--- src/rtl/core/dbh_pkg.sv ---
// dbh_pkg: shared constants for the distance band quantizer.
// Field widths, register indexes, reset values and queue sizing.
// No dependencies.
package dbh_pkg;

   localparam int DIST_W      = 25;
   localparam int BAND_OUT_W  = 4;
   localparam int THR_W       = 32;
   localparam int CSR_ADDR_W  = 2;
   localparam int CSR_DATA_W  = 16;
   localparam int RADIUS_W    = 16;
   localparam int MARGIN_W    = 16;
   localparam int PCT_W       = 7;
   localparam int CM_PER_M    = 100;
   localparam int Q_DEPTH     = 2;
   localparam int Q_PTR_W     = $clog2(Q_DEPTH);

   localparam logic [CSR_ADDR_W-1:0] REG_FENCE_RADIUS = 2'd0;
   localparam logic [CSR_ADDR_W-1:0] REG_MARGIN_MIN   = 2'd1;
   localparam logic [CSR_ADDR_W-1:0] REG_MARGIN_PCT   = 2'd2;

   localparam logic [RADIUS_W-1:0] RADIUS_RST = 16'd100;
   localparam logic [MARGIN_W-1:0] MARGIN_RST = 16'd200;
   localparam logic [PCT_W-1:0]    PCT_RST    = 7'd10;

endpackage

--- src/rtl/core/distance_band_with_hysteresis_top.sv ---
// Distance band quantizer with hysteresis: top level.
// A sample goes from the classifier through the queue into the result register, which drives the rsp_ ports.
// Throughput: one sample per cycle while the queue is not full and results are popped, set by
// the hysteresis compare on the last reported band; a 2-entry queue separates classifier and decision.
// Reset: synchronous, active high; registers return to 100 m / 200 cm / 10 %,
// reported band to 1, queue and result register empty.
module distance_band_with_hysteresis_top #(
   parameter int NUM_BANDS = 10
) (
   input  logic                                 clock,
   input  logic                                 reset,
   input  logic                                 req_push,
   output logic                                 req_full,
   input  logic signed [dbh_pkg::DIST_W-1:0]    req_distance_cm,
   output logic                                 rsp_empty,
   input  logic                                 rsp_pop,
   output logic [dbh_pkg::BAND_OUT_W-1:0]       rsp_band,
   output logic [dbh_pkg::BAND_OUT_W-1:0]       rsp_raw_band,
   output logic                                 rsp_changed,
   input  logic                                 csr_valid,
   output logic                                 csr_ready,
   input  logic [dbh_pkg::CSR_ADDR_W-1:0]       csr_index,
   input  logic [dbh_pkg::CSR_DATA_W-1:0]       csr_wdata
);
   import dbh_pkg::*;

   localparam int BAND_W = $clog2(NUM_BANDS + 1);
   localparam int ITEM_W = THR_W + BAND_W;

   logic signed [THR_W-1:0] band_edge [NUM_BANDS-1];
   logic signed [THR_W-1:0] up_thr    [NUM_BANDS];
   logic signed [THR_W-1:0] dn_thr    [NUM_BANDS];
   logic                    width_zero;

   logic                    q_push, q_full, q_pop, q_empty;
   logic signed [THR_W-1:0] f_scaled;
   logic [BAND_W-1:0]       f_raw;
   logic [ITEM_W-1:0]       q_wdata, q_rdata;
   logic signed [THR_W-1:0] b_scaled;
   logic [BAND_W-1:0]       b_raw;

   dbh_cfg #(.NUM_BANDS(NUM_BANDS)) u_cfg (
      .clock      (clock),
      .reset      (reset),
      .csr_valid  (csr_valid),
      .csr_ready  (csr_ready),
      .csr_index  (csr_index),
      .csr_wdata  (csr_wdata),
      .band_edge  (band_edge),
      .up_thr     (up_thr),
      .dn_thr     (dn_thr),
      .width_zero (width_zero)
   );

   dbh_front #(.NUM_BANDS(NUM_BANDS)) u_front (
      .req_push        (req_push),
      .req_full        (req_full),
      .req_distance_cm (req_distance_cm),
      .band_edge       (band_edge),
      .width_zero      (width_zero),
      .q_full          (q_full),
      .q_push          (q_push),
      .scaled          (f_scaled),
      .raw_band        (f_raw)
   );

   assign q_wdata  = {f_scaled, f_raw};
   assign b_scaled = $signed(q_rdata[ITEM_W-1:BAND_W]);
   assign b_raw    = q_rdata[BAND_W-1:0];

   dbh_fifo #(.DATA_W(ITEM_W)) u_fifo (
      .clock (clock),
      .reset (reset),
      .push  (q_push),
      .wdata (q_wdata),
      .full  (q_full),
      .pop   (q_pop),
      .rdata (q_rdata),
      .empty (q_empty)
   );

   dbh_back #(.NUM_BANDS(NUM_BANDS)) u_back (
      .clock        (clock),
      .reset        (reset),
      .q_empty      (q_empty),
      .q_pop        (q_pop),
      .scaled       (b_scaled),
      .raw_band     (b_raw),
      .up_thr       (up_thr),
      .dn_thr       (dn_thr),
      .rsp_empty    (rsp_empty),
      .rsp_pop      (rsp_pop),
      .rsp_band     (rsp_band),
      .rsp_raw_band (rsp_raw_band),
      .rsp_changed  (rsp_changed)
   );

endmodule

--- src/rtl/core/dbh_cfg.sv ---
// dbh_cfg: configuration registers and the band edge / hysteresis thresholds
// derived from them, all scaled to cm * NUM_BANDS. Depends on dbh_pkg.
module dbh_cfg #(
   parameter int NUM_BANDS = 10
) (
   input  logic                                  clock,
   input  logic                                  reset,
   input  logic                                  csr_valid,
   output logic                                  csr_ready,
   input  logic [dbh_pkg::CSR_ADDR_W-1:0]        csr_index,
   input  logic [dbh_pkg::CSR_DATA_W-1:0]        csr_wdata,
   output logic signed [dbh_pkg::THR_W-1:0]      band_edge [NUM_BANDS-1],
   output logic signed [dbh_pkg::THR_W-1:0]      up_thr    [NUM_BANDS],
   output logic signed [dbh_pkg::THR_W-1:0]      dn_thr    [NUM_BANDS],
   output logic                                  width_zero
);
   import dbh_pkg::*;

   logic [RADIUS_W-1:0] radius_ff, radius_in;
   logic [MARGIN_W-1:0] margin_min_ff, margin_min_in;
   logic [PCT_W-1:0]    pct_ff, pct_in;

   logic signed [THR_W-1:0] edge_ff [NUM_BANDS-1];
   logic signed [THR_W-1:0] edge_in [NUM_BANDS-1];
   logic signed [THR_W-1:0] up_ff   [NUM_BANDS];
   logic signed [THR_W-1:0] up_in   [NUM_BANDS];
   logic signed [THR_W-1:0] dn_ff   [NUM_BANDS];
   logic signed [THR_W-1:0] dn_in   [NUM_BANDS];
   logic                    wzero_ff, wzero_in;

   logic signed [THR_W-1:0] width_v, by_min, by_pct, margin_v;
   logic                    wr;

   assign csr_ready = 1'b1;
   assign wr        = csr_valid & csr_ready;

   always_comb begin
      radius_in     = radius_ff;
      margin_min_in = margin_min_ff;
      pct_in        = pct_ff;
      if (reset) begin
         radius_in     = RADIUS_RST;
         margin_min_in = MARGIN_RST;
         pct_in        = PCT_RST;
      end else if (wr) begin
         unique case (csr_index)
            REG_FENCE_RADIUS: radius_in     = csr_wdata[RADIUS_W-1:0];
            REG_MARGIN_MIN:   margin_min_in = csr_wdata[MARGIN_W-1:0];
            REG_MARGIN_PCT:   pct_in        = csr_wdata[PCT_W-1:0];
            default: ;
         endcase
      end
   end

   // thresholds follow the new register values in the same edge
   always_comb begin
      width_v  = $signed(THR_W'(radius_in) * THR_W'(CM_PER_M));
      by_min   = $signed(THR_W'(margin_min_in) * THR_W'(NUM_BANDS));
      by_pct   = $signed(THR_W'(radius_in) * THR_W'(pct_in));
      margin_v = (by_min > by_pct) ? by_min : by_pct;
      wzero_in = (radius_in == '0);
      for (int i = 1; i < NUM_BANDS; i++) begin
         edge_in[i-1] = $signed(THR_W'(i) * width_v);
      end
      for (int b = 1; b <= NUM_BANDS; b++) begin
         up_in[b-1] = $signed(THR_W'(b) * width_v) + margin_v;
         dn_in[b-1] = $signed(THR_W'(b - 1) * width_v) - margin_v;
      end
   end

   always_ff @(posedge clock) begin
      radius_ff     <= radius_in;
      margin_min_ff <= margin_min_in;
      pct_ff        <= pct_in;
      wzero_ff      <= wzero_in;
      edge_ff       <= edge_in;
      up_ff         <= up_in;
      dn_ff         <= dn_in;
   end

   assign band_edge  = edge_ff;
   assign up_thr     = up_ff;
   assign dn_thr     = dn_ff;
   assign width_zero = wzero_ff;

endmodule

--- src/rtl/core/dbh_front.sv ---
// dbh_front: input acceptance and raw band classification of one sample.
// Depends on dbh_pkg; edges come from dbh_cfg.
module dbh_front #(
   parameter int NUM_BANDS = 10
) (
   input  logic                                         req_push,
   output logic                                         req_full,
   input  logic signed [dbh_pkg::DIST_W-1:0]            req_distance_cm,
   input  logic signed [dbh_pkg::THR_W-1:0]             band_edge [NUM_BANDS-1],
   input  logic                                         width_zero,
   input  logic                                         q_full,
   output logic                                         q_push,
   output logic signed [dbh_pkg::THR_W-1:0]             scaled,
   output logic [$clog2(NUM_BANDS+1)-1:0]               raw_band
);
   import dbh_pkg::*;

   localparam int BAND_W = $clog2(NUM_BANDS + 1);

   logic signed [THR_W-1:0] dist_ext;

   assign req_full = q_full;
   assign q_push   = req_push & ~q_full;

   always_comb begin
      dist_ext = THR_W'(req_distance_cm);
      scaled   = dist_ext * $signed(THR_W'(NUM_BANDS));
      raw_band = BAND_W'(NUM_BANDS);
      for (int i = NUM_BANDS - 1; i >= 1; i--) begin
         if (scaled <= band_edge[i-1]) raw_band = BAND_W'(i);
      end
      if (scaled <= 0 || width_zero) raw_band = BAND_W'(1);
   end

endmodule

--- src/rtl/core/dbh_fifo.sv ---
// dbh_fifo: short queue between classifier and hysteresis stage.
// Depth from dbh_pkg::Q_DEPTH.
module dbh_fifo #(
   parameter int DATA_W = 8
) (
   input  logic              clock,
   input  logic              reset,
   input  logic              push,
   input  logic [DATA_W-1:0] wdata,
   output logic              full,
   input  logic              pop,
   output logic [DATA_W-1:0] rdata,
   output logic              empty
);
   import dbh_pkg::*;

   logic [DATA_W-1:0]  mem_ff [Q_DEPTH];
   logic [Q_PTR_W-1:0] wr_ptr_ff, wr_ptr_in, rd_ptr_ff, rd_ptr_in;
   logic [Q_PTR_W:0]   count_ff, count_in;
   logic               do_push, do_pop;

   assign full    = (count_ff == (Q_PTR_W+1)'(Q_DEPTH));
   assign empty   = (count_ff == '0);
   assign do_push = push & ~full;
   assign do_pop  = pop & ~empty;
   assign rdata   = mem_ff[rd_ptr_ff];

   always_comb begin
      wr_ptr_in = do_push ? Q_PTR_W'(wr_ptr_ff + 1'b1) : wr_ptr_ff;
      rd_ptr_in = do_pop  ? Q_PTR_W'(rd_ptr_ff + 1'b1) : rd_ptr_ff;
      count_in  = count_ff;
      if (do_push && !do_pop) count_in = count_ff + 1'b1;
      if (!do_push && do_pop) count_in = count_ff - 1'b1;
   end

   always_ff @(posedge clock) begin
      if (do_push) mem_ff[wr_ptr_ff] <= wdata;
   end

   always_ff @(posedge clock) begin
      if (reset) begin
         wr_ptr_ff <= '0;
         rd_ptr_ff <= '0;
         count_ff  <= '0;
      end else begin
         wr_ptr_ff <= wr_ptr_in;
         rd_ptr_ff <= rd_ptr_in;
         count_ff  <= count_in;
      end
   end

endmodule

--- src/rtl/core/dbh_back.sv ---
// dbh_back: hysteresis decision against the last reported band and the
// result register. Depends on dbh_pkg; thresholds come from dbh_cfg.
module dbh_back #(
   parameter int NUM_BANDS = 10
) (
   input  logic                                   clock,
   input  logic                                   reset,
   input  logic                                   q_empty,
   output logic                                   q_pop,
   input  logic signed [dbh_pkg::THR_W-1:0]       scaled,
   input  logic [$clog2(NUM_BANDS+1)-1:0]         raw_band,
   input  logic signed [dbh_pkg::THR_W-1:0]       up_thr [NUM_BANDS],
   input  logic signed [dbh_pkg::THR_W-1:0]       dn_thr [NUM_BANDS],
   output logic                                   rsp_empty,
   input  logic                                   rsp_pop,
   output logic [dbh_pkg::BAND_OUT_W-1:0]         rsp_band,
   output logic [dbh_pkg::BAND_OUT_W-1:0]         rsp_raw_band,
   output logic                                   rsp_changed
);
   import dbh_pkg::*;

   localparam int BAND_W = $clog2(NUM_BANDS + 1);
   localparam int IDX_W  = $clog2(NUM_BANDS);

   logic [BAND_W-1:0] cur_ff, cur_in;
   logic              valid_ff, valid_in;
   logic [BAND_W-1:0] band_ff, raw_ff;
   logic              changed_ff;
   logic [BAND_W-1:0] prev_m1, next_band;
   logic [IDX_W-1:0]  idx;

   assign q_pop   = ~q_empty & (~valid_ff | rsp_pop);
   assign prev_m1 = BAND_W'(cur_ff - 1'b1);
   assign idx     = prev_m1[IDX_W-1:0];

   always_comb begin
      next_band = raw_band;
      if (raw_band > cur_ff) begin
         if (scaled < up_thr[idx]) next_band = cur_ff;
      end else if (raw_band < cur_ff) begin
         if (scaled > dn_thr[idx]) next_band = cur_ff;
      end
      cur_in   = q_pop ? next_band : cur_ff;
      valid_in = q_pop | (valid_ff & ~rsp_pop);
   end

   always_ff @(posedge clock) begin
      if (reset) begin
         cur_ff   <= BAND_W'(1);
         valid_ff <= 1'b0;
      end else begin
         cur_ff   <= cur_in;
         valid_ff <= valid_in;
      end
   end

   always_ff @(posedge clock) begin
      if (q_pop) begin
         band_ff    <= next_band;
         raw_ff     <= raw_band;
         changed_ff <= (next_band != cur_ff);
      end
   end

   assign rsp_empty    = ~valid_ff;
   assign rsp_band     = BAND_OUT_W'(band_ff);
   assign rsp_raw_band = BAND_OUT_W'(raw_ff);
   assign rsp_changed  = changed_ff;

endmodule

--- config.mk ---
export PLATFORM = sky130hd
export DESIGN_NAME = distance_band_with_hysteresis_top
export DESIGN_NICKNAME = d
export VERILOG_FILES = /design/src/rtl/core/dbh_pkg.sv /design/src/rtl/core/distance_band_with_hysteresis_top.sv /design/src/rtl/core/dbh_cfg.sv /design/src/rtl/core/dbh_front.sv /design/src/rtl/core/dbh_fifo.sv /design/src/rtl/core/dbh_back.sv
export SDC_FILE = /design/constraint.sdc
export NUM_CORES = 2
export LEC_CHECK = 0
export BUFFER_PORTS_ARGS = -buffer_cell sky130_fd_sc_hd__buf_2
export CELL_PAD_IN_SITES_DETAIL_PLACEMENT = 1
export CELL_PAD_IN_SITES_GLOBAL_PLACEMENT = 1
export CORE_MARGIN = 1
export CORE_UTILIZATION = 55
export CTS_CLUSTER_DIAMETER = 30
export DETAILED_ROUTE_END_ITERATION = 10
export GPL_ROUTABILITY_DRIVEN = 0
export PLACE_DENSITY = 0.95
export SLEW_MARGIN = 20
export SYNTH_ARGS = -nofsm -noshare
export SYNTH_HDL_FRONTEND = slang
export SYNTH_SLANG_ARGS = --single-unit
--- constraint.sdc ---
create_clock -name clock -period 38.1 [get_ports clock]
set_clock_uncertainty 0.1 [all_clocks]
set_input_delay 3.81 -clock clock [delete_from_list [all_inputs] [get_ports clock]]
set_output_delay 3.81 -clock clock [all_outputs]
set_load 0.005 [all_outputs]
==> impl_metrics.yaml, run 1 <==
run_status:
  outcome: "aborted with a tool error"
  stop_stage: "global routing (5_1_grt)"
  error: "[ERROR GRT-0116] Global routing finished with congestion. Check the congestion regions in the DRC Viewer."
global_route:
  grt-ovfl-total: 188
  grt_use_total_pct: 69.1
  grt_pass1_wl_microns: 537000
  grt_pass1_vias: 73800
  grt_max_degree: 52
clock_tree:
  post_cts_resize_count: 0
  cts_hold_repair.buffers: 0
  cts_setup_buffers: 0
  clock_path_buffers: 3
  numCtsBuffers: 175
  cts_root_buf: "clkbuf_16"
  cts.sinks: 746
  htreeDepth: 4
synthesis:
  synth_edf_count: 75
  syn_avg_cell_area_sq_um: 9.14
  synthArstFlopShare_pct: 0
  synth_cell_types: 105
  synth.area.top_cells: "dfxtp_1 23%, ha_1 20%, xnor2_1 6.0%"
  synthesis.area_sq_mm: 0.0580
  yosysTopAreaCell: "dfxtp_1"
  synth_seq_area_share_pct: 27.0
  synthCells: 6352
  synthFlopType: "dfxtp_1"
  synth_seq_cells: 746
  synth_top_area_share_pct: 23.1
  yosys_warnings: 0
floorplan:
  die_h_microns: 327
  initial_utilization_pct: 55.8
  pin_count: 60
  rows: 118
  die_w_microns: 327
place:
  place.port_buffers: 58
  place_hpwl_microns: 185000
  dp_cells: 7699
## logic make-up after synthesis
kind of cell    count (synthesis)  synth area share [%]
simple gates                 1551                  13.1
compound gates               1441                  16.2
fa+ha+maj                    1048                  24.0
buf+inv                       793                  5.16
flops                         746                  27.0
xor+xnor                      510                  7.70
mux                           261                  6.78
other cells                     2                0.0129
## synth_stat cells, drive strengths merged, types with 15 or more instances
cell and instances:
nand2 278, nor2 528, a31oi 51, or2 40
clkbuf 160, o31a 15, nand4 67, nor2b 90
o22a 51, buf 27, nor3b 17, o211ai 33
and2 42, nand3 85, and3 40, dfxtp 671
or3 45, nand2b 84, ha 936, o21a 87
nor3 135, nand3b 15, a211oi 43, a21boi 38
o21bai 98, o31ai 36, mux4 101, inv 605
mux2 36, a21o 104, nor4 35, a21oi 464
edfxtp 75, o41ai 16, xor2 112, o21ai 268
mux2i 124, xnor2 398, or4 17, fa 112
## stage by stage
stage | hold slack [ps] | setup slack [ps] | cell area [sq um]
floorplan | 363 | 21850 | 58000
global placement | 385 | 22020 | 60200
detailed placement | 404 | 21130 | 60200
CTS | 433 | 20490 | 66500
## routing by layer
| layer | overflow | track usage [%] |
|---|---|---|
| met4 | 79 | 68.4 |
| met3 | 3 | 53.5 |
| met5 | 1 | 24.8 |
| met1 | 0 | 68.0 |
| met2 | 105 | 87.0 |
==> inputs of run 2 (changes only) <==
- CELL_PAD_IN_SITES_DETAIL_PLACEMENT: 1 -> unset
- CELL_PAD_IN_SITES_GLOBAL_PLACEMENT: 1 -> unset
- CORE_UTILIZATION: 55 -> 40
- CTS_CLUSTER_DIAMETER: 30 -> unset
- PLACE_DENSITY: 0.95 -> unset
- PLACE_DENSITY_LB_ADDON: unset -> 0.15
==> impl_metrics.yaml, run 2 <==
run_status:
  outcome: "finished with violations"
  violations: "DRC"
floorplan:
  initial_utilization_pct: 40.3
  rows: 139
  pin_count: 60
  die_w_microns: 383
  die_area_sq_mm: 0.147
  coreArea_sq_mm: 0.144
  die_h_microns: 383
global_route:
  grt_pass1_wl_microns: 295000
  grt_max_degree: 67
  antenna_found_initial: 8
  grt-ovfl-total: 0
  grt_use_total_pct: 26.9
  grt_pass1_vias: 47500
detailed_routing:
  num_vias: 47200
  post_drt_via_cell_ratio: 5.63
  ant_nets: 0
  first_pass_iters: 10
  first_iter_violations: 3209
  drt-total-wl_microns: 200000
  wl_per_cell_microns: 23.8
  drc_errors: 24
clock_tree:
  cts_root_buf: "clkbuf_16"
  cts_hold_repair.buffers: 0
  clk_pin_slew_ps: 60
  clock_path_buffers: 3
  post_cts_resize_count: 0
  cts.sinks: 746
  htreeDepth: 3
  insertion_delay_ps: 710
  cts_tree: "yes"
  numCtsBuffers: 89
  cts_setup_buffers: 0
critical_path:
  timing.rr.end: "u_cfg.up_thr[57]"
  rr_worst_depth: 47
  end_kind: "flip-flop"
  critPathMostFrequentCell: "fa_1"
  worst-path-max-fanout: 19
  crit_arrival_ps: 17070
  slowest_stage: "a21oi_1"
  required_ps: 38550
  crit_type: "primary input to flip-flop"
  critPathMaxStageDelay_ps: 1050
  regToRegSetupSlack_ps: 24550
  r2r-start: "u_cfg.radius_ff[2]"
  worstSetupStartpointType: "primary input"
sta:
  hold_violations: 0
  slew_headroom_pct: 22.7
  fmax_mhz: 60.2
  tightestPinTransition_ps: 1150
  fin_setup_tns_ps: 0
  fin_crit_sh_pct: 43.6
  finalSetupViolations: 0
  final.min_clock_period_ps: 16620
  slew_violations: 0
  rsz0062_at_grt: "false"
flow_run:
  maxCapViolations: 0
layout:
  drive_gt1_share_pct: 8.53
  largest_reg_flops: 286
  final_common_cell: "ha_1"
  area_growth_pct: 10.2
  final_nets: 7506
  final_cell_mix: "935 x ha_1, 670 x dfxtp_1, 601 x inv_1"
synthesis:
  synth_seq_area_share_pct: 27.0
  synth_edf_count: 75
  yosysTopAreaCell: "dfxtp_1"
  synthFlopType: "dfxtp_1"
  yosysMostFrequentCell: "ha_1"
  syn_avg_cell_area_sq_um: 9.14
  synth_seq_cells: 746
  yosys_warnings: 0
  synth_top_area_share_pct: 23.1
  synthTopCellsByCount: "936 x ha_1, 671 x dfxtp_1, 601 x inv_1, 526 x nor2_1, 458 x a21oi_1"
  synth_cell_types: 105
  synth.area.top_cells: "dfxtp_1 23%, ha_1 20%, xnor2_1 6.0%"
  synthArstFlopShare_pct: 0
  synthCells: 6352
  synthesis.area_sq_mm: 0.0580
worst_hold_path:
  worst_hold_path.endpoint: "u_back.valid_ff"
  min_path_type: "flip-flop to flip-flop"
  min-delay-start: "u_back.valid_ff"
  hold_depth: 2
place:
  place.port_buffers: 58
  place_hpwl_microns: 161000
run 2: layout make-up:
class,count,area [sq um]
fill,14000,79900
clock buffer,123,2500
inverter,606,2270
multi-input combinational,4814,39600
tap,1903,2380
clock inverter,41,544
timing repair buffer,153,1020
antenna,3,7.51
sequential,746,15700
run 2: cell families (layout without fill, tap and decap cells):
| group | after synthesis | count (layout) | synth area share [%] |
|---|---|---|---|
| multiplexers | 261 | 261 | 6.78 |
| AO/OA/AOI/OAI | 1441 | 1441 | 16.2 |
| buffers and inverters | 793 | 923 | 5.16 |
| XOR/XNOR | 510 | 510 | 7.70 |
| adder cells (fa/ha/maj) | 1048 | 1048 | 24.0 |
| other | 2 | 6 | 0.0129 |
| flip-flops | 746 | 746 | 27.0 |
| AND/OR/NAND/NOR | 1551 | 1551 | 13.1 |
run 2: worst max-delay path: cells and delay by family:
family	cells	cell delay (ps)
and+or+nand+nor	15	3670
AOI/OAI and AO/OA	15	5750
xor gates and xnor gates	2	280
adders and majority gates	7	3230
buffers and inverters	4	300
run 2: through the flow:
stage	hold WS, ps	cells	setup slack, ps	cell area [sq um]	util (%)
5_1_grt	449	8386	20850	64000	44.5
3_3_place_gp	388	8222	21270	60900	42.4
4_1_cts	410	8386	21650	64000	44.5
3_5_place_dp	395	8222	20930	60900	42.4
6_report	406	8389	21480	64000	44.5
2_1_floorplan	363	6353	21850	58000	-
run 2: how the worst max path moves through the flow:
stage,start,cells after the start,endpoint
6_report,csr_index[1],43,u_cfg.up_thr[57]
5_1_grt,csr_index[1],43,u_cfg.up_thr[247]
4_1_cts,csr_index[0],46,u_cfg.up_thr[311]
3_5_place_dp,csr_index[0],46,u_cfg.up_thr[311]
3_3_place_gp,csr_index[1],45,u_cfg.up_thr[311]
2_1_floorplan,csr_index[1],51,u_cfg.up_thr[56]
run 2: metal layers:
metal / global-route usage [%] / part of all wire (%) / up-vias
li1: - / - / 22600
met5: 0 / 0 / -
met4: 10.6 / 3.9 / 0
met2: 46.0 / 47 / 1349
met1: 34.8 / 44 / 23000
met3: 2.40 / 5.1 / 302
Power of run 2 is left out: the tool's default activity adds up to more than one toggle a clock period on the data nets, which glitch-free logic cannot reach.
